==> config.mk <==
export PLATFORM = sky130hd
export DESIGN_NAME = gacsp_ctrl
export DESIGN_NICKNAME = d
export VERILOG_FILES = /design/src/hdl/gacsp_pkg.sv /design/src/hdl/gacsp_ctrl.sv
export SDC_FILE = /design/constraint.sdc
export NUM_CORES = 1
export LEC_CHECK = 0
export BUFFER_PORTS_ARGS = -buffer_cell sky130_fd_sc_hd__clkbuf_2
export CORE_AREA = 2 2 39 41
export CTS_CLUSTER_SIZE = 20
export DETAILED_ROUTE_END_ITERATION = 12
export DIE_AREA = 0 0 41 43
export SYNTH_ARGS = -nofsm -noshare
export SYNTH_HDL_FRONTEND = slang
export SYNTH_SLANG_ARGS = --single-unit
==> constraint.sdc <==
create_clock -name clk -period 3.1 [get_ports clk]
set_input_delay 0.465 -clock clk [delete_from_list [all_inputs] [get_ports clk]]
set_output_delay 0.465 -clock clk [all_outputs]
set_load 0.02 [all_outputs]
==> src/hdl/gacsp_pkg.sv <==
`timescale 1ns / 1ps
package gacsp_pkg;

    typedef enum logic [2:0] {
        ST_IDLE,
        ST_READ,
        ST_CMP,
        ST_PLACE,
        ST_HITRD,
        ST_OUT
    } gacsp_state_t;

    localparam logic OP_LOOKUP = 1'b0;
    localparam logic OP_FLUSH  = 1'b1;

    localparam logic [1:0] REG_ATLAS_SIDE   = 2'd0;
    localparam logic [1:0] REG_ENTRY_LIMIT  = 2'd1;
    localparam logic [1:0] REG_FONTS_LOADED = 2'd2;
    localparam logic [1:0] REG_DEFAULT_FONT = 2'd3;

    localparam int unsigned HALF_PIXEL_FX = 128;

    // controller to datapath
    typedef struct packed {
        logic load;       // capture input item
        logic scan_start; // reset scan index
        logic scan_next;  // advance scan index
        logic do_flush;
        logic do_reject;
        logic do_place;   // update packer, write table
        logic do_hit;     // take result from read data
    } gacsp_cmd_t;

    // datapath to controller
    typedef struct packed {
        logic is_flush;
        logic font_bad;
        logic scan_done;
        logic match;
    } gacsp_stat_t;

endpackage

==> src/hdl/gacsp_ctrl.sv <==
`timescale 1ns / 1ps
module gacsp_ctrl
    import gacsp_pkg::*;
(
    input  logic        clk,
    input  logic        rst_n,
    input  logic        in_fire,
    input  logic        out_fire,
    input  gacsp_stat_t stat,
    output gacsp_cmd_t  cmd,
    output logic        busy,
    output logic        out_valid
);
    gacsp_state_t state_reg, state_next;

    always_ff @(posedge clk or negedge rst_n)
    begin
        if (!rst_n)
        begin
            state_reg <= ST_IDLE;
        end
        else
        begin
            state_reg <= state_next;
        end
    end

    always_comb
    begin
        state_next = state_reg;
        cmd = '0;
        busy = 1'b1;
        out_valid = 1'b0;
        unique case (state_reg)
            ST_IDLE:
            begin
                busy = 1'b0;
                if (in_fire)
                begin
                    cmd.load = 1'b1;
                    state_next = ST_READ;
                end
            end
            ST_READ:
            begin
                cmd.scan_start = 1'b1;
                if (stat.is_flush)
                begin
                    cmd.do_flush = 1'b1;
                    state_next = ST_OUT;
                end
                else if (stat.font_bad)
                begin
                    cmd.do_reject = 1'b1;
                    state_next = ST_OUT;
                end
                else
                begin
                    state_next = ST_CMP;
                end
            end
            ST_CMP:
            begin
                // rdata holds the entry at the current scan index
                if (stat.scan_done)
                begin
                    state_next = ST_PLACE;
                end
                else if (stat.match)
                begin
                    state_next = ST_HITRD;
                end
                else
                begin
                    cmd.scan_next = 1'b1;
                end
            end
            ST_HITRD:
            begin
                cmd.do_hit = 1'b1;
                state_next = ST_OUT;
            end
            ST_PLACE:
            begin
                cmd.do_place = 1'b1;
                state_next = ST_OUT;
            end
            ST_OUT:
            begin
                out_valid = 1'b1;
                if (out_fire)
                begin
                    state_next = ST_IDLE;
                end
            end
            default:
            begin
                state_next = ST_IDLE;
            end
        endcase
    end

`ifndef SYNTH
    a_out_after_work: assert property (@(posedge clk) disable iff (!rst_n)
        (state_reg == ST_PLACE || state_reg == ST_HITRD) |=> state_reg == ST_OUT)
        else $error("result stage not entered");
    a_no_accept_busy: assert property (@(posedge clk) disable iff (!rst_n)
        busy |-> !cmd.load)
        else $error("item loaded while busy");
    a_out_hold: assert property (@(posedge clk) disable iff (!rst_n)
        (out_valid && !out_fire) |=> out_valid)
        else $error("result dropped");
`endif
endmodule

==> impl_metrics.sql <==
INSERT INTO impl_metrics (metric_group, metric, value, unit) VALUES
('power', 'p_per_area', '968.5', 'nW/um^2'),
('critical_path', 'critPathMaxStageDelay', '0.45', 'ns'),
('synth', 'synth_top_area_cell', 'dfrtp_1', ''),
('clock_network', 'postCtsHoldBufs', '0', ''),
('clock_network', 'clkSlewWorstSetupHoldPaths', '0.03', 'ns'),
('clock_network', 'worstSkewPairLatency', '0.23', 'ns'),
('critical_path', 'cp_max_fo', '9', ''),
('floorplan', 'initial_core_util', '18.81', '%'),
('synth', 'synth.most_common_cell', 'nor2_1', ''),
('floorplan', 'dieArea', '1763', 'um^2'),
('drt', 'wirelength_met1', '301', 'um'),
('cells_and_area', 'stdcell_count', '68', ''),
('synth', 'netlist_instances', '34', ''),
('critical_path', 'critical-path-top-delay-family', 'simple AND/OR/NAND/NOR gates', ''),
('global_routing', 'grt_start_max_net_pins', '12', ''),
('power', 'power.ir.vdd_worst', '0.0002935', 'V'),
('critical_path', 'critPathArrivalTime', '1.38', 'ns'),
('critical_path', 'rr_worst_depth', '3', ''),
('cells_and_area', 'final.fill_count', '162', ''),
('synth', 'synth_sequential_area_ratio', '28.85', '%'),
('sta', 'fin_crit_sh', '59.55', '%'),
('critical_path', 'path_depth', '3', ''),
('sta', 'maxSlewHeadroom', '69.73', '%'),
('status', 'run_status', 'finished, final reports clean', ''),
('clock_network', 'cts_setup_buffers', '0', ''),
('placement', 'detailedPlace.worstSlack', '1.487', 'ns'),
('synth', 'synthesis.nets', '42', ''),
('global_routing', 'global_route.overflow_total', '0', ''),
('clock_network', 'cts.sink_count', '3', ''),
('synth', 'synth_common_cells', 'nor2_1, inv_1, dfrtp_1, nand2b_1', ''),
('critical_path', 'worst_setup_path_category', 'reg -> out', ''),
('clock_network', 'clk_root_buffer_cell', 'clkbuf_4', ''),
('sta', 'final_sum_of_negative_setup_slack', '0', 'ns'),
('sta', 'max_freq', '541.7', 'MHz'),
('run', 'maxCapViolCount', '0', ''),
('synth', 'syn_avg_cell_area', '7.654', 'um^2'),
('power', 'leakagePower', '0.0001926', 'uW'),
('synth', 'yosys.area.top_type_share', '28.85', '%'),
('critical_path', 'reg2reg_to', 'state_reg[2]$_DFFE_PN0P_', ''),
('placement', 'hpwl', '532.5', 'um'),
('cells_and_area', 'insertedDiodeCount', '0', ''),
('min_path', 'worstHoldPathType', 'in -> async', ''),
('sta', 'final-max-slew-violation-count', '0', ''),
('critical_path', 'worstPathRequired', '2.63', 'ns'),
('drt', 'remaining_drc_errors', '0', ''),
('critical_path', 'crit-reg2reg-launch', 'state_reg[0]$_DFFE_PN0P_', ''),
('sta', 'clock_skews', '0.0003023', 'ns'),
('synth', 'synth.ff_latch_count', '3', ''),
('floorplan', 'core_area', '1384', 'um^2'),
('sta', 'worst-slew-pin-transition', '0.4478', 'ns'),
('drt', 'detailedRoute.firstPassIterationCount', '2', ''),
('placement', 'numPortBuffers', '16', ''),
('synth', 'post_synth_instance_area', '260.3', 'um^2'),
('clock_network', 'cts_resized', '0', ''),
('synth', 'synth.lib_cells_used.distinct', '21', ''),
('critical_path', 'worstSetupEndpointType', 'primary output', ''),
('drt', 'met3_wirelength', '30', 'um'),
('synth', 'synth_edf_count', '0', ''),
('sta', 'number_of_setup_violations_in_the_final_report', '0', ''),
('critical_path', 'worst_path_max_delay_cell', 'dfrtp_1', ''),
('clock_network', 'htreeDepth', '1', ''),
('cells_and_area', 'postLayoutCoreUtil', '27.22', '%'),
('clock_network', 'max_buffers_root_to_sink', '2', ''),
('drt', 'num_vias', '305', ''),
('global_routing', 'grt_pass1_vias', '263', ''),
('global_routing', 'grt_pass1_wl', '1041', 'um'),
('sta', 'report.final.hold_viol_count', '0', ''),
('cells_and_area', 'max_reg_flops', '3', ''),
('drt', 'final_wirelength', '657', 'um'),
('drt', 'dr.first_iter.drc_count', '4', ''),
('clock_network', 'cts_tree', 'done', '');
==> per-layer routing <==
| layer | GRT usage [%] | up-vias |
|---|---|---|
| met3 | 3.141 | 0 |
| met4 | 4.000 | 0 |
| met1 | 11.94 | 139 |
| li1 | - | 160 |
| met2 | 11.88 | 6 |
| met5 | 0 | - |
==> worst reg2reg max path, cell delays in order, from the launching register on <==
cell and delay (ns):
dfrtp_1 0.47, or4_1 0.55, o211ai_2 0.10, o22ai_1 0.11
==> stage by stage <==
step / power [uW] / hold WS (ns) / area [um^2]
floorplan: 241.5 / 0.1694 / 260.3
global placement: 296.8 / 0.2637 / 350.3
detailed placement: 300.9 / 0.2627 / 350.3
CTS: 370.4 / 0.01899 / 376.6
global route: 399.8 / 0.02120 / 376.6
finish: 364.8 / 0.02562 / 376.6
==> how the worst max path moves through the flow <==
| stage | from | endpoint | slack [ns] |
|---|---|---|---|
| floorplan | state_reg[2]$_DFFE_PN0P_ | cmd[2] | 1.26 |
| global placement | stat[1] | cmd[4] | 1.44 |
| detailed placement | state_reg[2]$_DFFE_PN0P_ | cmd[2] | 1.49 |
| CTS | state_reg[2]$_DFFE_PN0P_ | cmd[2] | 1.24 |
| global route | state_reg[2]$_DFFE_PN0P_ | cmd[2] | 1.10 |
| finish | state_reg[2]$_DFFE_PN0P_ | cmd[2] | 1.25 |
==> cell usage in the layout (no fill, tap or decap) <==
| cell | count |
|---|---|
| and3_1 | 1 |
| dfrtp_1 | 3 |
| o31ai_1 | 1 |
| or2_2 | 1 |
| nand2b_1 | 3 |
| clkbuf_1 | 1 |
| or3_1 | 1 |
| inv_1 | 4 |
| nor4b_1 | 2 |
| clkbuf_4 | 3 |
| clkbuf_2 | 16 |
| nor4_1 | 1 |
| or4_1 | 1 |
| a31oi_1 | 1 |
| nor2b_1 | 1 |
| and2_1 | 1 |
| o31a_1 | 1 |
| o32ai_1 | 1 |
| nand3_1 | 1 |
| o22ai_1 | 1 |
| o211ai_2 | 1 |
| o21ai_1 | 1 |
| nor2_1 | 5 |
==> cells by family after synthesis <==
logic type | count (synthesis) | share of synthesized area, %
simple gates | 18 | 40.40
compound gates | 7 | 21.16
buf+inv | 6 | 9.614
flops | 3 | 28.85
==> layout make-up <==
| type | instances | share of cell area, % |
|---|---|---|
| Tap cell | 16 | 5.316 |
| Timing Repair Buffer | 16 | 21.26 |
| Sequential cell | 3 | 19.93 |
| Clock buffer | 4 | 6.977 |
| Inverter | 4 | 3.987 |
| Multi-Input combinational cell | 25 | 42.53 |
==> report_power, final <==
group | switching, uW | leakage [uW] | internal, uW | total [uW]
Sequential | 37.5 | 0.0000368 | 56.2 | 93.7
Combinational | 122 | 0.000141 | 82.6 | 205
Clock | 18.0 | 0.0000150 | 48.1 | 66.1
Total | 178 | 0.000193 | 187 | 365
No activity file was read; power rests on OpenSTA's default activity.
